<file path="src/rtl/cpg_pkg.sv">
// ----------------------------------------------------------------------------
// Circle point generator package
// Widths, codes and shared types of the circle point generator.
// ----------------------------------------------------------------------------
`timescale 1ns / 1ps
`default_nettype none

package cpg_pkg;

  // Default field widths.
  localparam int COORD_BITS  = 12;
  localparam int RADIUS_BITS = 11;
  localparam int POINT_BITS  = 14;

  // Step records held between the front and the back.
  localparam int QUEUE_DEPTH = 2;

  // Eight mirrored points per step.
  localparam int STEP_POINTS = 8;
  localparam int IDX_W       = $clog2(STEP_POINTS);
  typedef logic [IDX_W-1:0] point_idx_t;
  localparam point_idx_t LAST_POINT = point_idx_t'(STEP_POINTS - 1);

  // Input action codes.
  typedef enum logic {
    ACT_START   = 1'b0,
    ACT_ADVANCE = 1'b1
  } action_t;

  // Queue status seen by the front and the back.
  typedef struct packed {
    logic full;
    logic nonempty;
  } cpg_q_status_t;

endpackage

`default_nettype wire

</file>
<file path="src/rtl/cpg_queue.sv">
// ----------------------------------------------------------------------------
// Step record queue
// Short register FIFO that decouples the step front from the point back.
// ----------------------------------------------------------------------------
`timescale 1ns / 1ps
`default_nettype none

module cpg_queue #(
  parameter int WIDTH = 8,
  parameter int DEPTH = cpg_pkg::QUEUE_DEPTH
) (
  input  wire logic                  clk,
  input  wire logic                  rst,
  input  wire logic                  push,
  input  wire logic [WIDTH-1:0]      wr_data,
  input  wire logic                  pop,
  output logic      [WIDTH-1:0]      rd_data,
  output cpg_pkg::cpg_q_status_t     status
);

  localparam int PTR_W = (DEPTH > 1) ? $clog2(DEPTH) : 1;
  localparam int CNT_W = $clog2(DEPTH + 1);

  logic [WIDTH-1:0] mem [DEPTH];
  logic [PTR_W-1:0] wr_ptr;
  logic [PTR_W-1:0] rd_ptr;
  logic [CNT_W-1:0] count;

  // Status and head of the queue.
  always_comb begin
    status.full     = (count == CNT_W'(DEPTH));
    status.nonempty = (count != '0);
    rd_data         = mem[rd_ptr];
  end

  // Pointers and fill count.
  always_ff @(posedge clk) begin
    if (rst) begin
      wr_ptr <= '0;
      rd_ptr <= '0;
      count  <= '0;
    end else begin
      if (push) begin
        wr_ptr <= (wr_ptr == PTR_W'(DEPTH - 1)) ? '0 : wr_ptr + 1'b1;
      end
      if (pop) begin
        rd_ptr <= (rd_ptr == PTR_W'(DEPTH - 1)) ? '0 : rd_ptr + 1'b1;
      end
      if (push && !pop) begin
        count <= count + 1'b1;
      end else if (pop && !push) begin
        count <= count - 1'b1;
      end
    end
  end

  // Storage.
  always_ff @(posedge clk) begin
    if (push) begin
      mem[wr_ptr] <= wr_data;
    end
  end

endmodule

`default_nettype wire

</file>
<file path="src/rtl/cpg_front.sv">
// ----------------------------------------------------------------------------
// Circle step front end
// Accepts items, holds the circle state and runs the three-branch error rule.
// ----------------------------------------------------------------------------
`timescale 1ns / 1ps
`default_nettype none

module cpg_front #(
  parameter int COORD_BITS  = cpg_pkg::COORD_BITS,
  parameter int RADIUS_BITS = cpg_pkg::RADIUS_BITS,
  localparam int REC_W      = 2 * COORD_BITS + 2 * RADIUS_BITS + 1
) (
  input  wire logic                   clk,
  input  wire logic                   rst,
  input  wire logic                   in_valid,
  output logic                        in_stall,
  input  wire logic                   action,
  input  wire logic [COORD_BITS-1:0]  center_x,
  input  wire logic [COORD_BITS-1:0]  center_y,
  input  wire logic [RADIUS_BITS-1:0] radius,
  input  wire cpg_pkg::cpg_q_status_t q_status,
  output logic                        push,
  output logic [REC_W-1:0]            rec
);

  localparam int OFF_W = RADIUS_BITS + 2;
  localparam int D_W   = RADIUS_BITS + 4;

  // Circle state.
  logic                   active;
  logic [COORD_BITS-1:0]  held_cx;
  logic [COORD_BITS-1:0]  held_cy;
  logic [RADIUS_BITS-1:0] held_r;
  logic signed [OFF_W-1:0] ox;
  logic signed [OFF_W-1:0] oy;
  logic signed [D_W-1:0]   d;

  logic                    accept;
  logic                    is_start;
  logic                    emit;
  logic [COORD_BITS-1:0]   cur_cx;
  logic [COORD_BITS-1:0]   cur_cy;
  logic [RADIUS_BITS-1:0]  cur_r;
  logic signed [OFF_W-1:0] cur_ox;
  logic signed [OFF_W-1:0] cur_oy;
  logic signed [D_W-1:0]   cur_d;
  logic signed [D_W-1:0]   rad_d;
  logic signed [D_W-1:0]   r_d;
  logic signed [D_W-1:0]   ox_d;
  logic signed [D_W-1:0]   oy_d;
  logic signed [D_W-1:0]   two_ox;
  logic signed [D_W-1:0]   two_rmy;
  logic signed [OFF_W-1:0] ox_next;
  logic signed [OFF_W-1:0] oy_next;
  logic signed [D_W-1:0]   d_next;
  logic                    done_next;

  // Select the step operands: fresh ones on start, held ones on advance.
  always_comb begin
    accept   = in_valid && !in_stall;
    is_start = (action == cpg_pkg::ACT_START);
    emit     = is_start || active;
    rad_d    = signed'({4'b0000, radius});
    cur_cx   = is_start ? center_x : held_cx;
    cur_cy   = is_start ? center_y : held_cy;
    cur_r    = is_start ? radius : held_r;
    cur_ox   = is_start ? '0 : ox;
    cur_oy   = is_start ? signed'({2'b00, radius}) : oy;
    cur_d    = is_start ? rad_d - D_W'(1) : d;
  end

  // Three-branch error rule for the next offsets.
  always_comb begin
    r_d     = signed'({4'b0000, cur_r});
    ox_d    = D_W'(cur_ox);
    oy_d    = D_W'(cur_oy);
    two_ox  = ox_d <<< 1;
    two_rmy = (r_d - oy_d) <<< 1;
    if (cur_d >= two_ox) begin
      d_next  = cur_d - two_ox - D_W'(1);
      ox_next = cur_ox + OFF_W'(1);
      oy_next = cur_oy;
    end else if (cur_d < two_rmy) begin
      d_next  = cur_d + (oy_d <<< 1) - D_W'(1);
      ox_next = cur_ox;
      oy_next = cur_oy - OFF_W'(1);
    end else begin
      d_next  = cur_d + ((oy_d - ox_d - D_W'(1)) <<< 1);
      ox_next = cur_ox + OFF_W'(1);
      oy_next = cur_oy - OFF_W'(1);
    end
    done_next = (oy_next < ox_next);
  end

  // Emitted offsets are never negative and never exceed the radius.
  always_comb begin
    in_stall = q_status.full;
    push     = accept && emit;
    rec      = {cur_cx, cur_cy, cur_ox[RADIUS_BITS-1:0], cur_oy[RADIUS_BITS-1:0], done_next};
  end

  // Active flag.
  always_ff @(posedge clk) begin
    if (rst) begin
      active <= 1'b0;
    end else if (push) begin
      active <= !done_next;
    end
  end

  // Held circle state, updated on every step-producing transfer.
  always_ff @(posedge clk) begin
    if (push) begin
      held_cx <= cur_cx;
      held_cy <= cur_cy;
      held_r  <= cur_r;
      ox      <= ox_next;
      oy      <= oy_next;
      d       <= d_next;
    end
  end

endmodule

`default_nettype wire

</file>
<file path="src/rtl/cpg_back.sv">
// ----------------------------------------------------------------------------
// Circle point back end
// Expands each step record into eight mirrored points, one per cycle while out_stall is low.
// ----------------------------------------------------------------------------
`timescale 1ns / 1ps
`default_nettype none

module cpg_back #(
  parameter int COORD_BITS  = cpg_pkg::COORD_BITS,
  parameter int RADIUS_BITS = cpg_pkg::RADIUS_BITS,
  localparam int REC_W      = 2 * COORD_BITS + 2 * RADIUS_BITS + 1
) (
  input  wire logic                               clk,
  input  wire logic                               rst,
  input  wire cpg_pkg::cpg_q_status_t             q_status,
  input  wire logic [REC_W-1:0]                   rd_data,
  output logic                                    pop,
  output logic                                    out_valid,
  input  wire logic                               out_stall,
  output logic signed [cpg_pkg::POINT_BITS-1:0]   point_x,
  output logic signed [cpg_pkg::POINT_BITS-1:0]   point_y,
  output logic                                    last_of_step,
  output logic                                    circle_done
);

  localparam int BASE_W = ((COORD_BITS > RADIUS_BITS) ? COORD_BITS : RADIUS_BITS) + 2;
  localparam int SUM_W  = (BASE_W > cpg_pkg::POINT_BITS) ? BASE_W : cpg_pkg::POINT_BITS;

  // Step being expanded.
  logic                   busy;
  cpg_pkg::point_idx_t    k;
  logic [COORD_BITS-1:0]  cur_cx;
  logic [COORD_BITS-1:0]  cur_cy;
  logic [RADIUS_BITS-1:0] cur_ox;
  logic [RADIUS_BITS-1:0] cur_oy;
  logic                   cur_done;

  logic                   load;
  logic                   last_k;
  logic [RADIUS_BITS-1:0] mag_x;
  logic [RADIUS_BITS-1:0] mag_y;
  logic signed [SUM_W-1:0] cx_s;
  logic signed [SUM_W-1:0] cy_s;
  logic signed [SUM_W-1:0] mx_s;
  logic signed [SUM_W-1:0] my_s;
  logic signed [SUM_W-1:0] px;
  logic signed [SUM_W-1:0] py;

  // Load a point when the output register is free; take the next record
  // as the current step hands over its eighth point.
  always_comb begin
    load   = busy && (!out_valid || !out_stall);
    last_k = (k == cpg_pkg::LAST_POINT);
    pop    = q_status.nonempty && (!busy || (load && last_k));
  end

  // Mirror select: bit 0 swaps the offsets, bit 1 negates x, bit 2 negates y.
  always_comb begin
    mag_x = k[0] ? cur_oy : cur_ox;
    mag_y = k[0] ? cur_ox : cur_oy;
    cx_s  = signed'(SUM_W'(cur_cx));
    cy_s  = signed'(SUM_W'(cur_cy));
    mx_s  = signed'(SUM_W'(mag_x));
    my_s  = signed'(SUM_W'(mag_y));
    px    = k[1] ? cx_s - mx_s : cx_s + mx_s;
    py    = k[2] ? cy_s - my_s : cy_s + my_s;
  end

  // Control: step sequencing and output valid.
  always_ff @(posedge clk) begin
    if (rst) begin
      busy      <= 1'b0;
      k         <= '0;
      out_valid <= 1'b0;
    end else begin
      if (load) begin
        out_valid <= 1'b1;
      end else if (!out_stall) begin
        out_valid <= 1'b0;
      end
      if (pop) begin
        busy <= 1'b1;
        k    <= '0;
      end else if (load && last_k) begin
        busy <= 1'b0;
      end else if (load) begin
        k <= k + 1'b1;
      end
    end
  end

  // Current step record.
  always_ff @(posedge clk) begin
    if (pop) begin
      {cur_cx, cur_cy, cur_ox, cur_oy, cur_done} <= rd_data;
    end
  end

  // Output register.
  always_ff @(posedge clk) begin
    if (load) begin
      point_x      <= px[cpg_pkg::POINT_BITS-1:0];
      point_y      <= py[cpg_pkg::POINT_BITS-1:0];
      last_of_step <= last_k;
      circle_done  <= last_k && cur_done;
    end
  end

endmodule

`default_nettype wire

</file>
<file path="src/rtl/circle_point_generator.sv">
// ----------------------------------------------------------------------------
// Circle point generator
// Integer circle rasterizer with the Andres three-branch error rule.
// ----------------------------------------------------------------------------
// Usage:
//   Input channel (in_valid / in_stall): action, center_x, center_y, radius.
//   A start transfer loads a circle and produces its first step; an advance
//   transfer produces the next step of the running circle, or nothing when
//   no circle is active.
//   Output channel (out_valid / out_stall): point_x, point_y, last_of_step,
//   circle_done. Each step gives eight mirrored points; last_of_step marks
//   the eighth, circle_done marks the eighth point of the final step.
//   The first point of a step passes from the step queue through the current
//   step record register to the output register. The single output register
//   shows one point per cycle while out_stall is low. A two-entry step queue
//   lets the front take input transfers while the back is still emitting
//   points.
//   Reset (rst, synchronous) empties the queue and output and makes the
//   block idle. While out_stall is high the current point holds and
//   in_stall rises once the step queue is full.
// ----------------------------------------------------------------------------
`timescale 1ns / 1ps
`default_nettype none

module circle_point_generator #(
  parameter int COORD_BITS  = cpg_pkg::COORD_BITS,
  parameter int RADIUS_BITS = cpg_pkg::RADIUS_BITS
) (
  input  wire logic                             clk,
  input  wire logic                             rst,
  input  wire logic                             in_valid,
  output logic                                  in_stall,
  input  wire logic                             action,
  input  wire logic [COORD_BITS-1:0]            center_x,
  input  wire logic [COORD_BITS-1:0]            center_y,
  input  wire logic [RADIUS_BITS-1:0]           radius,
  output logic                                  out_valid,
  input  wire logic                             out_stall,
  output logic signed [cpg_pkg::POINT_BITS-1:0] point_x,
  output logic signed [cpg_pkg::POINT_BITS-1:0] point_y,
  output logic                                  last_of_step,
  output logic                                  circle_done
);

  localparam int REC_W = 2 * COORD_BITS + 2 * RADIUS_BITS + 1;

  cpg_pkg::cpg_q_status_t q_status;
  logic                   push;
  logic                   pop;
  logic [REC_W-1:0]       wr_rec;
  logic [REC_W-1:0]       rd_rec;

  // Front: accepts transfers and computes steps.
  cpg_front #(
    .COORD_BITS  (COORD_BITS),
    .RADIUS_BITS (RADIUS_BITS)
  ) u_front (
    .clk      (clk),
    .rst      (rst),
    .in_valid (in_valid),
    .in_stall (in_stall),
    .action   (action),
    .center_x (center_x),
    .center_y (center_y),
    .radius   (radius),
    .q_status (q_status),
    .push     (push),
    .rec      (wr_rec)
  );

  // Step queue between front and back.
  cpg_queue #(
    .WIDTH (REC_W),
    .DEPTH (cpg_pkg::QUEUE_DEPTH)
  ) u_queue (
    .clk     (clk),
    .rst     (rst),
    .push    (push),
    .wr_data (wr_rec),
    .pop     (pop),
    .rd_data (rd_rec),
    .status  (q_status)
  );

  // Back: expands steps into points.
  cpg_back #(
    .COORD_BITS  (COORD_BITS),
    .RADIUS_BITS (RADIUS_BITS)
  ) u_back (
    .clk          (clk),
    .rst          (rst),
    .q_status     (q_status),
    .rd_data      (rd_rec),
    .pop          (pop),
    .out_valid    (out_valid),
    .out_stall    (out_stall),
    .point_x      (point_x),
    .point_y      (point_y),
    .last_of_step (last_of_step),
    .circle_done  (circle_done)
  );

endmodule

`default_nettype wire

</file>
<file path="config.mk">
export PLATFORM = sky130hd
export DESIGN_NAME = circle_point_generator
export DESIGN_NICKNAME = d
export VERILOG_FILES = /design/src/rtl/cpg_pkg.sv /design/src/rtl/cpg_queue.sv /design/src/rtl/cpg_front.sv /design/src/rtl/cpg_back.sv /design/src/rtl/circle_point_generator.sv
export SDC_FILE = /design/constraint.sdc
export NUM_CORES = 1
export LEC_CHECK = 0
export BUFFER_PORTS_ARGS = -buffer_cell sky130_fd_sc_hd__buf_2
export CAP_MARGIN = 20
export CORE_MARGIN = 2
export CORE_UTILIZATION = 57
export DETAILED_ROUTE_END_ITERATION = 8
export PLACE_DENSITY = 0.78
export SETUP_SLACK_MARGIN = 0.02
export SLEW_MARGIN = 20
export SYNTH_ARGS = -nofsm -noshare
export SYNTH_HDL_FRONTEND = slang
export SYNTH_SLANG_ARGS = --single-unit
</file>
<file path="constraint.sdc">
create_clock -name clk -period 6.1 [get_ports clk]
set_input_delay 0 -clock clk [delete_from_list [all_inputs] [get_ports clk]]
set_output_delay 0 -clock clk [all_outputs]
set_load 0.02 [all_outputs]
</file>
Word level (Yosys, flattened, before mapping)
Memories as Yosys holds them, arrays and structs flattened. A register that Yosys moved wholly into a read port is not among the register bits.
Cells that the tools add are included.
{"block": "op_classes", "n_addsub": 20, "order_cmp": 3, "n_eq_ne": 3, "muxes": 25, "bitwise_logic": 2, "reduce_logical": 23}
{"cell": "two-way mux 13 bit", "count": 5}
{"cell": "two-way mux 15 bit", "count": 3}
{"cell": "two-way mux 11 bit", "count": 3}
{"cell": "subtractor 15 x 2 -> 15 bit (second input constant)", "count": 2}
{"cell": "two-way mux 14 bit", "count": 2}
{"cell": "adder 12 x 11 -> 13 bit", "count": 2}
{"cell": "subtractor 12 x 11 -> 13 bit", "count": 2}
{"cell": "two-way mux 12 bit", "count": 2}
{"cell": "adder 15 x 14 -> 15 bit", "count": 1}
{"cell": "adder 15 bit", "count": 1}
{"cell": ">= comparator 15 x 14 -> 1 bit", "count": 1}
{"cell": "less-than comparator 15 bit", "count": 1}
{"cell": "subtractor 15 x 14 -> 15 bit", "count": 1}
{"cell": "subtractor 12 x 13 -> 14 bit", "count": 1}
{"cell": "subtractor 13 x 13 -> 14 bit", "count": 1}
{"cell": "subtractor 14 x 2 -> 14 bit (second input constant)", "count": 1}
{"cell": "adder 13 x 2 -> 13 bit (second input constant)", "count": 1}
{"cell": "less-than comparator 13 bit", "count": 1}
{"cell": "subtractor 13 x 2 -> 13 bit (second input constant)", "count": 1}
{"cell": "subtractor 11 x 1 -> 12 bit (second input constant)", "count": 1}
{"cell": "logical AND 1 bit", "count": 8}
{"cell": "two-way mux 1 bit", "count": 8}
{"cell": "zero test 1 bit", "count": 7}
{"cell": "nonzero test 2 bit", "count": 3}
{"cell": "12 further kinds", "count": 17}
{"block": "totals", "reg_bits": 116, "ram_bits": 94, "inputBits": 40, "output_inout_bits": 32, "memories": 1}
{"memory": "u_queue.mem", "depth": 2, "word_bits": 47, "read_ports": 1, "rd_clocked_by_memory_dff": 1, "wr": 1, "line_no": "cpg_queue.sv:24", "rtl": "logic [WIDTH-1:0] mem [DEPTH];"}

Longest topological paths before layout
Gate-level depths: netlist of run 1.
{"block": "depth", "ltp_word": 9, "ltp_mapped": 35, "mapped_depth_nobuf": 32}

By module
Synthesis of run 1 repeated with hierarchy kept, for this count alone.
{"block": "hier_totals", "cells_unflattened": 1460, "area_unflattened_um2": 16420.7}
{"module": "cpg_front", "n_inst": 1, "cells_per_inst": 882, "area_per_inst_um2": 7971.4}
{"module": "cpg_back", "n_inst": 1, "cells_per_inst": 410, "area_per_inst_um2": 4840.9}
{"module": "cpg_queue", "n_inst": 1, "cells_per_inst": 168, "area_per_inst_um2": 3608.5}

Worst setup path after synthesis of run 1
No wires, ideal clock.
{"block": "synth_timing", "path_kind": "input-to-reg", "startpoint": "in action", "endpoint": "mem u_queue.mem[0][0] (netlist name) (data pin)", "setup_time_ps": 263, "arrival_ps": 6222, "t_required_ps": 5837, "setup_slack_ps": -385, "stages": 35, "n_path_buf": 6, "path_cell_list": "buf_6 > buf_4 > buf_4 > buf_2 > buf_1 > clkbuf_1 > a21oi_1 > ha_1 > inv_1 > fa_1 > a21o_1 > a21oi_1 > nor2b_1 > o21a_1 > o311a_1 > o31a_1 > or2_2 > ha_1 > a21o_1 > a21oi_1 > o211ai_1 > a211o_4 > a21boi_4 > nor3_1 > and3_1 > xor2_1 > ha_1 > nand3_1 > nor2_1 > nand2_1 > or2_2 > and3b_1 > o311a_1 > nor2b_2 > xnor2_1"}
{"block": "synth_between", "elab_chain_cells": 6, "word_cells_on_any_way": 13, "cone_classes": "3 x add/sub; 3 x order compare; 7 x mux"}
{"item": "from (decl)", "line_no": "circle_point_generator.sv:33", "rtl": "input wire logic action,"}
{"item": "two-way mux 11 bit or two-way mux 13 bit (tied branches)", "line_no": "cpg_front.sv:66, cpg_front.sv:68"}
{"item": "subtractor 12 x 13 -> 14 bit", "line_no": "cpg_front.sv:78", "rtl": "two_rmy = (r_d - oy_d) <<< 1;"}
{"item": "less-than comparator 15 bit", "line_no": "cpg_front.sv:83", "rtl": "end else if (cur_d < two_rmy) begin"}
{"item": "two-way mux 13 bit", "line_no": "cpg_front.sv:83"}
{"item": "two-way mux 13 bit", "line_no": "cpg_front.sv:79", "rtl": "if (cur_d >= two_ox) begin"}
{"item": "less-than comparator 13 bit (*)", "line_no": "cpg_front.sv:92", "rtl": "done_next = (oy_next < ox_next);"}
{"item": "named net u_front.done_next", "line_no": "cpg_front.sv:56", "rtl": "logic done_next;"}
{"item": "to (decl)", "line_no": "cpg_queue.sv:24"}
The timed path passes the listed nets; every way through them passes the cells marked *.

Final worst setup path of run 1
{"block": "layout_timing", "startpoint": "reg u_front.held_r[0]", "endpoint": "mem u_queue.mem[1][0] (netlist name) (data pin)"}
{"block": "layout_between", "elab_chain_cells": 6}
{"item": "from (decl)", "line_no": "cpg_front.sv:33", "rtl": "logic [RADIUS_BITS-1:0] held_r;"}
{"item": "from (signal assigned)", "line_no": "cpg_front.sv:116", "rtl": "held_r <= cur_r;"}
{"item": "two-way mux 11 bit", "line_no": "cpg_front.sv:66", "rtl": "cur_r = is_start ? radius : held_r;"}
{"item": "subtractor 12 x 13 -> 14 bit", "line_no": "cpg_front.sv:78"}
{"item": "less-than comparator 15 bit", "line_no": "cpg_front.sv:83"}
{"item": "two-way mux 13 bit", "line_no": "cpg_front.sv:83"}
{"item": "two-way mux 13 bit", "line_no": "cpg_front.sv:79"}
{"item": "less-than comparator 13 bit", "line_no": "cpg_front.sv:92"}
{"item": "named net u_front.done_next", "line_no": "cpg_front.sv:56"}
The timed path passes the listed nets, and every way through them passes these cells.

==> results.md, run 1 <==
Status:
- The flow ran to the end, but the final reports show violations.
- The final reports fail on setup timing.

Worst setup path:
- The critical path startpoint is u_front.held_r[0]$_DFFE_PP_.
- The endpoint required time on the critical path is 6.37 ns.
- The category of the most critical setup path is reg2reg.
- The capturing element type of the critical path is a register.
- The family with the most delay on the worst path is compound AO/OA/AOI/OAI gates.
- Together, buffers and inverters on the worst path number 2.
- The critical path data arrival time is 6.37 ns.
- The slowest stage of the critical path belongs to the cell sky130_fd_sc_hd__edfxtp_1.
- The type of origin of the critical path is a register.
- The largest fanout on the critical path is 8.
- In this design, the stage delay of the slowest critical-path cell is 0.39 ns.
- The worst register-to-register path begins at u_front.held_r[0]$_DFFE_PP_.

Clock tree:
- The clock-pin transition on the worst setup and hold timing paths is 0.06 ns.
- CTS built an H-tree with a depth of 1.
- The buffer type at the clock tree root is sky130_fd_sc_hd__clkbuf_16.
- The clock passes through at most 3 buffers.
- The number of clock buffers inserted by TritonCTS is 26.
- The number of sinks driven by the clock tree is 257.
- TritonCTS built the clock tree.
- For the worst-skew pair, the clock arrives at the later sink with an insertion delay of 0.53 ns.

Logic synthesis:
- For this run, the number of Yosys warnings is 0.
- In the post-synthesis netlist, the biggest area contributors are sky130_fd_sc_hd__edfxtp_1 45%, sky130_fd_sc_hd__ha_1 12%, sky130_fd_sc_hd__mux2_2 5.4%.
- The cell area after synthesis is 16400 um^2.
- The biggest area contributor in the post-synthesis netlist is sky130_fd_sc_hd__edfxtp_1.
- The synthesized design contains 247 enable-type register cells.
- The average cell area after synthesis is 11.2 um^2.
- The count of mapped cells out of synthesis is 1465.
- The most frequently used flop master after synthesis is sky130_fd_sc_hd__edfxtp_1.
- The most frequent cell after synthesis is sky130_fd_sc_hd__edfxtp_1.
- The async set-reset flop share out of synthesis is 0.
- For this run, the register share of the synthesized area comes to 0.464.
- The number of nets handed over by synthesis was 1667.
- In this run, synthesis produced a sequential element count of 257.
- By count the netlist is led by 247 x sky130_fd_sc_hd__edfxtp_1, 153 x sky130_fd_sc_hd__ha_1, 127 x sky130_fd_sc_hd__inv_1.
- The netlist uses 84 different library cells.
- Of the post-synthesis cell area, the dominant cell type holds 0.452.

Timing:
- The worst max-slew margin expressed relative to the limit is 0.455.
- Of the available clock period, the critical path in the final layout requires 1.00.
- Setup repair after global routing could not meet its margin everywhere.
- The achievable clock frequency is 164 MHz.
- The setup violation total in the final timing report is 2.
- After layout, the minimum clock period comes to 6.11 ns.
- The slew at the pin with the worst max-slew slack is 0.817 ns.
- The final setup slack of the worst path is -0.00530 ns.
- Across all hold checks on the routed design, the worst slack comes to 0.0567 ns.
- The final hold violation count is 0.
- The number of slew-limit violations in the final report is 0.
- Setup total negative slack on the finished layout was measured at -0.00975 ns.
- The clock arrives with 0.0153 ns of skew.

GRT:
- The via count of the first global-routing pass is 11903.
- The number of antenna violations at the first check in global routing is 0.
- The total global routing overflow is 0.
- The pin count of the biggest net entering global routing is 57.
- The first global-routing pass estimated 61500 um of wire.
- The aggregate global-route resource usage is 0.255.

Placement:
- Buffers placed on the I/O ports in this run total 71.
- Detailed placement ended at an HPWL of 28200 um.
- The final RePlAce weighted congestion is 0.897.

Detailed routing:
- The highest signal layer in the routed design is met4.
- The number of nets with antenna violations after detailed routing is 0.
- The first detailed-routing pass ran for 6 iterations.
- The number of vias per cell is 5.84.
- The detail-routed net length per standard cell is 19.1 um.
- The met2 wire length is 19200 um.
- The routed layout has 11806 vias.
- The total wire length is 38600 um.
- The DRC violation count after routing is 0.
- The detailed router finished its first iteration with 916 violations.
- In the final routing, the length of wire on met1 measures 16100 um.
- The met3 layer wire length in the routed design is 1970 um.

Worst hold path:
- The type of the tightest min-delay check is in2reg.
- The startpoint identified for the worst hold timing path is radius[0].

Floorplan:
- The die area is 30200 um^2.
- The vertical die dimension is 174 um.
- For this configuration, the core starts out at a cell density of 0.575.
- The number of top-level pins is 72.
- After floorplanning, the core was sized to cover 28500 um^2.
- The number of rows in the core area is 62.
- The die is 174 um wide.

Finish:
- In the final layout, the share of cells above drive strength 1 is 0.186.
- The footprint of the multi-input gates is 8320 um^2.
- The antenna diode count is 0.
- The final layout contains 1818 nets.
- Relative to the synthesized area, the layout overhead comes to 15.2%.
- The sequential standard cell area is 7620 um^2.
- Fill cells in the final layout number 2167.

Power and ir drop:
- The leakage power figure is 7.55 nW.
- The power density of the placed cells is 464 nW/um^2.
- The maximum vdd drop is 0.208 mV.

Job:
- The count of max-cap constraint violations is 0.
==> repair_timing <==
action                                  4_1_cts  5_1_grt
gates resized for setup                       2       12
buffers inserted                              8        6
pin swaps                                    19       16
hold buffers                                 38        0
endpoints found under the setup margin        3        3
endpoints found under the hold margin        93        0
gates cloned                                  0        0
==> state kept, by name, indices dropped and copies added (netlist names), 2 cells and up <==
register / count
u_back.point_x: 14
u_front.held_r: 11
u_front.ox: 13
u_front.d: 15
u_queue.mem: 94
u_queue.count: 2
u_back.cur_oy: 11
u_back.cur_cx: 12
u_back.cur_cy: 12
u_front.held_cy: 12
u_back.k: 3
u_back.cur_ox: 11
u_back.point_y: 14
u_front.held_cx: 12
u_front.oy: 13
==> stage by stage <==
stage	util	worst slack, ns	std cells	area (um^2)	power, mW
final	0.662	-0.00530	2020	18900	8.76
after global routing	0.662	-0.262	2020	18900	9.34
after CTS	0.658	0.0227	2014	18800	8.72
after detailed placement	0.611	-0.0937	1920	17400	7.01
after global placement	0.611	0.0268	1920	17400	6.87
after floorplan	-	0.0245	1465	16500	5.94
==> cells in the final DEF (no fill, tap or decap), types with 22 or more instances in the layout <==
cell                            Yosys  routed
sky130_fd_sc_hd__dlygate4sd3_1      0      38
sky130_fd_sc_hd__xnor2_1           87      86
sky130_fd_sc_hd__buf_4              2      48
sky130_fd_sc_hd__inv_1            127     125
sky130_fd_sc_hd__a21oi_1           80      76
sky130_fd_sc_hd__nor3_1            34      33
sky130_fd_sc_hd__ha_1             153     150
sky130_fd_sc_hd__a21o_1            22      22
sky130_fd_sc_hd__mux2i_1           37      37
sky130_fd_sc_hd__nor2_1            80      78
sky130_fd_sc_hd__buf_2              4      70
sky130_fd_sc_hd__clkbuf_16          0      27
sky130_fd_sc_hd__edfxtp_1         247     247
sky130_fd_sc_hd__nand2_1           93      92
sky130_fd_sc_hd__o21ai_0           54      54
sky130_fd_sc_hd__xor2_1            33      33
sky130_fd_sc_hd__nor2b_1           24      24
sky130_fd_sc_hd__mux2_2            78      78
==> power by group <==
part           switching, mW  internal (mW)
logic                   2.56           1.81
registers              0.164           2.58
clock network          0.671          0.977
==> logic make-up after synthesis <==
| logic type | synth area share |
|---|---|
| mux | 0.0770 |
| xor+xnor | 0.0640 |
| compound gates | 0.118 |
| fa+ha+maj | 0.128 |
| flops | 0.464 |
| buf+inv | 0.0387 |
| simple gates | 0.110 |
==> worst paths after layout <==
kind / to / cells after the start / slack (ns)
max: u_queue.mem[1][0]$_DFFE_PP_ / 30 / -0.005
min: u_front.d[0]$_DFFE_PP_ / 4 / 0.06
max reg2reg: u_queue.mem[1][0]$_DFFE_PP_ / 30 / -0.005
min reg2reg: u_queue.count[1]$_SDFFE_PP0P_ / 2 / 0.51
==> metal layers <==
layer | global-route usage | vias up
met2 | 0.450 | 354
met3 | 0.0289 | 88
met1 | 0.327 | 5706
met5 | 0 | -
met4 | 0.0875 | 0
li1 | - | 5658
==> cell type report <==
class | instances | share of cell area
inverter | 130 | 0.0259
timing repair buffer | 157 | 0.0583
tap | 384 | 0.0254
sequential | 257 | 0.403
clock inverter | 11 | 0.00748
clock buffer | 37 | 0.0393
multi-input combinational | 1044 | 0.440
==> worst min-delay path: stages <==
cell	delay, ns
sky130_fd_sc_hd__buf_2	0.12
sky130_fd_sc_hd__nor2_1	0.12
sky130_fd_sc_hd__a21oi_2	0.09
sky130_fd_sc_hd__xnor2_1	0.15
No activity file was read; power rests on OpenSTA's default activity.
==> run 2: changes to the inputs <==
CTS_BUF_LIST = sky130_fd_sc_hd__clkbuf_16   (was unset)
==> run 2 against run 1 <==
The flow now finishes without violations. Count of clock-buffer cells in the layout down 10. Critical path depth unchanged. Via count about the same. Highest routed layer unchanged. Largest power group unchanged. Clock power decreased by 4%.
==> results.md, run 2 (same netlist as run 1, synthesis figures left out) <==
Worst setup path:
- The standard cell with the maximum stage delay on the critical path is sky130_fd_sc_hd__edfxtp_1 (unchanged).
- The largest stage delay on the critical path was 0.39 ns (about the same).
- The endpoint required time on the critical path is 6.37 ns (about the same).
- The critical path startpoint is u_front.held_r[0]$_DFFE_PP_ (unchanged).
- The capturing element type of the critical path is a register (unchanged).
- The worst flop-to-flop path startpoint is u_front.held_r[0]$_DFFE_PP_ (unchanged).
- The type of origin of the critical path is a register (unchanged).
- The setup slack of the most critical reg-to-reg path is 0.01 ns (was -0.005 ns).
- The critical path data arrival time is 6.36 ns (was 6.37 ns).
- The largest fanout on the critical path is 7 (was 8).
- The category of the most critical setup path is reg2reg (unchanged).
- The cell depth of the worst flop-to-flop path was 30 (unchanged).
- The capture point of the worst reg-to-reg path is u_queue.mem[0][0]$_DFFE_PP_ (was u_queue.mem[1][0]$_DFFE_PP_).

Detailed routing:
- The number of vias per cell was 5.85 (was 5.84).
- The met3 layer wire length in the routed design is 2040 um (was 1970 um).
- The detail-routed net length per standard cell is 19.0 um (was 19.1 um).
- The length of the first detailed-routing pass in iterations came to 7 (was 6).
- The number of DRC markers in iteration 0 is 895 (was 916).
- The highest signal layer in the routed design is met4 (unchanged).
- The vias after detailed routing is 11799 (was 11806).
- The total wire length is 38400 um (was 38600 um).
- The DRC violation count after routing is 0 (unchanged).
- The number of nets with antenna violations after detailed routing is 0 (unchanged).
- The met2 wire length was 19100 um (was 19200 um).
- The length of routed wiring on met1 was 16100 um (about the same).

GRT:
- The number of antenna violations at the first check in global routing was 0 (unchanged).
- The via count of the first global-routing pass is 11873 (was 11903).
- The first-pass GRT wire length is 61300 um (was 61500 um).
- The aggregate global-route resource usage is 0.254 (was 0.255).
- The pin count of the biggest net entering global routing is 57 (unchanged).
- The total global routing overflow is 0 (unchanged).

Finish:
- The total of fill cells in the finished design was 2174 (was 2167).
- Leading registers by flop count: u_queue.mem (94), u_front.d (15) (unchanged).
- The commonest non-fill, non-tap cell in the layout is sky130_fd_sc_hd__edfxtp_1 (unchanged).
- The share of final-layout standard cells stronger than drive strength 1 is 0.183 (was 0.186).
- The post-layout net count is 1816 (was 1818).
- The register with the most flip-flops was u_queue.mem (unchanged).
- The antenna diode count is 0 (unchanged).
- Commonest cells after routing, fill and taps aside: 247 x sky130_fd_sc_hd__edfxtp_1, 151 x sky130_fd_sc_hd__ha_1, 132 x sky130_fd_sc_hd__inv_1, 92 x sky130_fd_sc_hd__nand2_1, 86 x sky130_fd_sc_hd__xnor2_1 (was 247 x sky130_fd_sc_hd__edfxtp_1, 150 x sky130_fd_sc_hd__ha_1, 125 x sky130_fd_sc_hd__inv_1, 92 x sky130_fd_sc_hd__nand2_1, 86 x sky130_fd_sc_hd__xnor2_1).
- The number of flip-flops under the largest register name is 94 (unchanged).
- The post-synthesis to final-layout area growth is 14.8% (was 15.2%).

Floorplan:
- The number of rows in the core area is 62 (unchanged).
- The die area was 30200 um^2 (unchanged).
- The vertical die dimension is 174 um (unchanged).
- The placeable core region is 28500 um^2 (unchanged).
- The number of top-level pins is 72 (unchanged).
- The horizontal die dimension was 174 um (unchanged).
- The effective utilization at floorplan is 0.575 (unchanged).

Clock tree:
- The number of sinks driven by the clock tree is 257 (unchanged).
- The number of clock buffers inserted by TritonCTS is 26 (unchanged).
- The buffer type at the clock tree root is sky130_fd_sc_hd__clkbuf_16 (unchanged).
- The clock tree from TritonCTS is done (unchanged).
- The worst-skew pair later-pin latency is 0.53 ns (about the same).
- The number of levels the H-tree was split into is 1 (unchanged).
- The clock-pin transition on the worst setup and hold timing paths was 0.06 ns (about the same).
- The largest buffer count on any clock path is 3 (unchanged).

Worst hold path:
- The type of the tightest min-delay check is in2reg (unchanged).
- The number of cells traversed by the worst hold path was 4 (unchanged).
- The critical hold path startpoint is radius[0] (unchanged).
- The end point of the most critical hold path is u_front.d[0]$_DFFE_PP_ (unchanged).

Placement:
- The half-perimeter wire length after detailed placement was 28200 um (unchanged).
- The count of buffers inserted at the top-level ports was 71 (unchanged).
- The final RePlAce weighted congestion is 0.897 (unchanged).

Power and ir drop:
- The leakage power figure is 7.55 nW (about the same).
- The maximum vdd drop was 0.208 mV (about the same).
- The overall power consumption is 8.70 mW (was 8.76 mW).
- The power density of the placed cells is 462 nW/um^2 (was 464 nW/um^2).

Status:
- Outcome: complete, no violations (was finished with violations).

Timing:
- The minimum clock period is 6.09 ns (was 6.11 ns).
- The slew at the pin with the worst max-slew slack is 0.809 ns (was 0.817 ns).
- The maximum clock skew at final layout is 0.0186 ns (was 0.0153 ns).
- Setup repair after global routing missed its margin: true (unchanged).
- The share of the clock period used by the worst path after layout is 0.998 (was 1.00).
- The worst-case hold slack is 0.0563 ns (was 0.0567 ns).
- The setup violation total in the final timing report is 0 (was 2).
- The final hold violation count is 0 (unchanged).
- The worst max-slew margin expressed relative to the limit is 0.460 (was 0.455).
- The number of slew-limit violations in the final report was 0 (unchanged).
- The achievable clock frequency was 164 MHz (about the same).

Job:
- The count of max-cap constraint violations is 0 (unchanged).
run 2: cell types whose count changed in the layout (fill, tap and decap cells not counted), sizes merged:
| cell | before | now |
|---|---|---|
| clkbuf | 37 | 27 |
| inv | 128 | 135 |
| clkinv | 7 | 10 |
| buf | 119 | 117 |
run 2: final cells by class:
cell class	instances	area, um^2	share of cell area
sequential	257	7620	0.404
multi-input combinational	1044	8320	0.441
tap	384	480	0.0255
clock inverter	21	179	0.00949
timing repair buffer	155	1090	0.0577
clock buffer	27	676	0.0359
inverter	130	489	0.0260
run 2: worst max-delay path by stage:
stage	cells after the start	end	slack, ns
2_1_floorplan	35	u_queue.mem[0][0]$_DFFE_PP_	0.02
4_1_cts	29	u_queue.mem[0][0]$_DFFE_PP_	0.03
6_report	30	u_queue.mem[0][0]$_DFFE_PP_	0.01
3_3_place_gp	29	u_queue.mem[0][0]$_DFFE_PP_	0.03
3_5_place_dp	29	u_queue.mem[0][0]$_DFFE_PP_	-0.09
5_1_grt	34	u_queue.mem[0][0]$_DFFE_PP_	-0.22
run 2: where the power goes:
part | leakage, nW | switching (mW) | internal, mW
registers | 2.39 | 0.164 | 2.58
clock network | 0.438 | 0.666 | 0.928
logic | 4.72 | 2.56 | 1.80
total | 7.55 | 3.39 | 5.31
run 2: repair_timing:
action	4_1_cts	5_1_grt
buffers inserted	5	7
endpoints found under the hold margin	93	0
pin swaps	13	8
endpoints found under the setup margin	3	3
gates resized for setup	2	12
hold buffers	38	0
run 2: per-layer routing:
metal / vias up / GRT usage
li1: 5660 / -
met1: 5713 / 0.325
met2: 342 / 0.450
met3: 84 / 0.0296
met4: 0 / 0.0833
met5: - / 0
run 2: metrics by stage:
stage | TNS [ns] | std cells | utilization | instance area, um^2 | worst slack (ns)
6_report | 0 | 2018 | 0.660 | 18800 | 0.0143
5_1_grt | -0.575 | 2018 | 0.660 | 18800 | -0.224
4_1_cts | 0 | 2011 | 0.656 | 18700 | 0.0296
3_5_place_dp | -0.187 | 1920 | 0.611 | 17400 | -0.0937
3_3_place_gp | 0 | 1920 | 0.611 | 17400 | 0.0268
2_1_floorplan | 0 | 1465 | - | 16500 | 0.0245
run 2: critical path: cells and delay by family (launching register included):
family / cells / cell delay (ns)
buffers and inverters: 2 / 0.18
XOR/XNOR: 3 / 0.45
flip-flops: 1 / 0.39
AO/OA/AOI/OAI: 10 / 2.04
AND/OR/NAND/NOR: 11 / 1.59
adder cells (fa/ha/maj): 4 / 1.16
==> run 3: changes to the inputs <==
CORE_UTILIZATION = 60   (was 57)
PLACE_DENSITY = unset   (was 0.78)
PLACE_DENSITY_LB_ADDON = 0.2   (was unset)
clock period = 6.73 ns   (was 6.1 ns; I/O delays follow)
==> run 3 against run 2 <==
Sequential share of layout area grew 0.54 points. Count of clock-buffer cells in the layout is the same. Flip-flop and latch count is the same. Register-to-register slack gained 0.35 ns. Clock skew shrank 0.0017 ns. Die area shrank 4.9%. Final cell count shrank 3.1%. Sequential power shrank 9.5%. Global-route usage grew 0.93 points.
==> results.md, run 3 (same netlist as run 1, synthesis figures left out) <==
Status:
- Outcome: complete, no violations (unchanged).

Power and ir drop:
- The maximum vdd drop came to 0.226 mV (was 0.208 mV).
- The power density of the placed cells is 424 nW/um^2 (was 462 nW/um^2).
- The leakage power figure is 7.47 nW (was 7.55 nW).
- The overall power consumption is 7.88 mW (was 8.70 mW).

Placement:
- The final RePlAce weighted congestion is 0.961 (was 0.897).
- The half-perimeter wire length after detailed placement was 27300 um (was 28200 um).
- The count of buffers inserted at the top-level ports is 71 (unchanged).

Detailed routing:
- The number of nets with antenna violations after detailed routing is 0 (unchanged).
- The DRC violation count after routing came to 0 (unchanged).
- The vias after detailed routing came to 11588 (was 11799).
- The detail-routed net length per standard cell is 19.3 um (was 19.0 um).
- The total wire length is 37700 um (was 38400 um).
- The number of DRC markers in iteration 0 is 843 (was 895).
- The number of vias per cell was 5.93 (was 5.85).
- The length of the first detailed-routing pass in iterations was 6 (was 7).

Floorplan:
- The die area came to 28700 um^2 (was 30200 um^2).
- The effective utilization at floorplan is 0.611 (was 0.575).
- The horizontal die dimension was 169 um (was 174 um).
- The vertical die dimension is 169 um (was 174 um).
- The number of top-level pins is 72 (unchanged).
- The number of rows in the core area was 60 (was 62).
- The placeable core region was 26900 um^2 (was 28500 um^2).

Clock tree:
- The worst-skew pair later-pin latency was 0.55 ns (was 0.53 ns).
- The number of clock buffers inserted by TritonCTS is 27 (was 26).
- The clock tree from TritonCTS was done (unchanged).
- The number of levels the H-tree was split into was 1 (unchanged).
- The clock-pin transition on the worst setup and hold timing paths was 0.06 ns (about the same).
- The buffer type at the clock tree root is sky130_fd_sc_hd__clkbuf_16 (unchanged).
- The largest buffer count on any clock path is 3 (unchanged).
- The number of sinks driven by the clock tree was 257 (unchanged).

GRT:
- The pin count of the biggest net entering global routing came to 78 (was 57).
- The first-pass GRT wire length is 59400 um (was 61300 um).
- The number of antenna violations at the first check in global routing came to 0 (unchanged).
- The via count of the first global-routing pass is 11207 (was 11873).
- The total global routing overflow was 0 (unchanged).
- The aggregate global-route resource usage is 0.263 (was 0.254).

Finish:
- The share of final-layout standard cells stronger than drive strength 1 was 0.164 (was 0.183).
- The total of fill cells in the finished design is 1993 (was 2174).
- The antenna diode count came to 0 (unchanged).
- The post-layout net count is 1796 (was 1816).
- The commonest non-fill, non-tap cell in the layout is sky130_fd_sc_hd__edfxtp_1 (unchanged).
- Leading registers by flop count: u_queue.mem (94), u_front.d (15) (unchanged).
- The post-synthesis to final-layout area growth is 13.3% (was 14.8%).
- The register with the most flip-flops is u_queue.mem (unchanged).
- The share of the core filled with cells was 0.692 (was 0.660).
- Commonest cells after routing, fill and taps aside: 247 x sky130_fd_sc_hd__edfxtp_1, 153 x sky130_fd_sc_hd__ha_1, 128 x sky130_fd_sc_hd__inv_1, 93 x sky130_fd_sc_hd__nand2_1, 87 x sky130_fd_sc_hd__xnor2_1 (was 247 x sky130_fd_sc_hd__edfxtp_1, 151 x sky130_fd_sc_hd__ha_1, 132 x sky130_fd_sc_hd__inv_1, 92 x sky130_fd_sc_hd__nand2_1, 86 x sky130_fd_sc_hd__xnor2_1).
- The number of flip-flops under the largest register name is 94 (unchanged).

Timing:
- The achievable clock frequency was 157 MHz (was 164 MHz).
- The setup TNS is 0 ns (unchanged).
- The share of the clock period used by the worst path after layout was 0.946 (was 0.998).
- The minimum clock period is 6.36 ns (was 6.09 ns).
- The number of slew-limit violations in the final report was 0 (unchanged).
- The slew at the pin with the worst max-slew slack is 1.09 ns (was 0.809 ns).
- Setup repair after global routing missed its margin: false (was true).
- The setup violation total in the final timing report is 0 (unchanged).
- The maximum clock skew at final layout is 0.0169 ns (was 0.0186 ns).
- The final hold violation count came to 0 (unchanged).
- The worst max-slew margin expressed relative to the limit is 0.270 (was 0.460).

Worst setup path:
- The most numerous cell type found on the critical path is sky130_fd_sc_hd__ha_1.
- The standard cell with the maximum stage delay on the critical path is sky130_fd_sc_hd__fa_1 (was sky130_fd_sc_hd__edfxtp_1).
- The category of the most critical setup path is reg2reg (unchanged).
- The endpoint required time on the critical path is 7.01 ns (was 6.37 ns).
- The capturing element type of the critical path is a register (unchanged).
- The type of origin of the critical path is a register (unchanged).
- The largest fanout on the critical path is 7 (unchanged).
- The critical path data arrival time was 6.65 ns (was 6.36 ns).
- The largest stage delay on the critical path came to 0.41 ns (was 0.39 ns).

Worst hold path:
- The type of the tightest min-delay check was in2reg (unchanged).

Job:
- The count of max-cap constraint violations is 0 (unchanged).
run 3: worst max-delay path: cells and delay by family, from the launching register on:
family | cells | cell delay (ns)
buffers and inverters | 1 | 0.06
AND/OR/NAND/NOR | 10 | 1.58
AO/OA/AOI/OAI | 12 | 2.74
XOR/XNOR | 2 | 0.28
adder cells (fa/ha/maj) | 4 | 1.11
flip-flops | 1 | 0.36
run 3: worst paths after layout:
kind                               startpoint                     endpoint  slack, ns  depth (start not counted)
setup reg to reg  u_front.held_r[0]$_DFFE_PP_  u_queue.mem[1][0]$_DFFE_PP_       0.37                         29
hold reg to reg      u_back.busy$_SDFFE_PP0P_     u_back.busy$_SDFFE_PP0P_       0.53                          2
hold / removal                       in_valid  u_queue.wr_ptr$_SDFFE_PP0P_       0.05                          4
setup / recovery  u_front.held_r[0]$_DFFE_PP_  u_queue.mem[1][0]$_DFFE_PP_       0.37                         29
run 3: area by class of cell:
| type | count | area (um^2) | area share |
|---|---|---|---|
| Clock inverter | 22 | 264 | 0.0142 |
| Inverter | 130 | 489 | 0.0263 |
| Tap cell | 341 | 427 | 0.0229 |
| Sequential cell | 257 | 7620 | 0.410 |
| Clock buffer | 27 | 676 | 0.0363 |
| Multi-Input combinational cell | 1044 | 8200 | 0.441 |
| Timing Repair Buffer | 134 | 926 | 0.0498 |
run 3: routing by layer:
layer | global-route usage | vias up | routed length, um
met1 | 0.338 | 5547 | 16000
met4 | 0.0829 | 0 | 1170
met5 | 0 | - | 0
li1 | - | 5614 | -
met2 | 0.471 | 352 | 19000
met3 | 0.0252 | 75 | 1530
run 3: stage by stage:
step	hold WS (ns)	std cells	instance area [um^2]	setup slack [ns]
after floorplan	0.145	1465	16400	0.245
after global placement	0.249	1867	17300	0.500
after global routing	0.0533	1955	18600	0.0538
after detailed placement	0.265	1867	17300	0.309
after CTS	0.0401	1954	18600	0.339
final	0.0503	1955	18600	0.366
run 3: timing repair:
action,4_1_cts,5_1_grt
hold endpoints to repair,94,0
hold buffers,38,0
buffers inserted,0,1
setup endpoints to repair,0,2
resized for setup,0,1
run 3: report_power, final:
group          internal, mW  total, mW  switching [mW]
clock                 0.904       1.55           0.649
sequential             2.34       2.49           0.146
combinational          1.59       3.84            2.25
total                  4.84       7.88            3.04
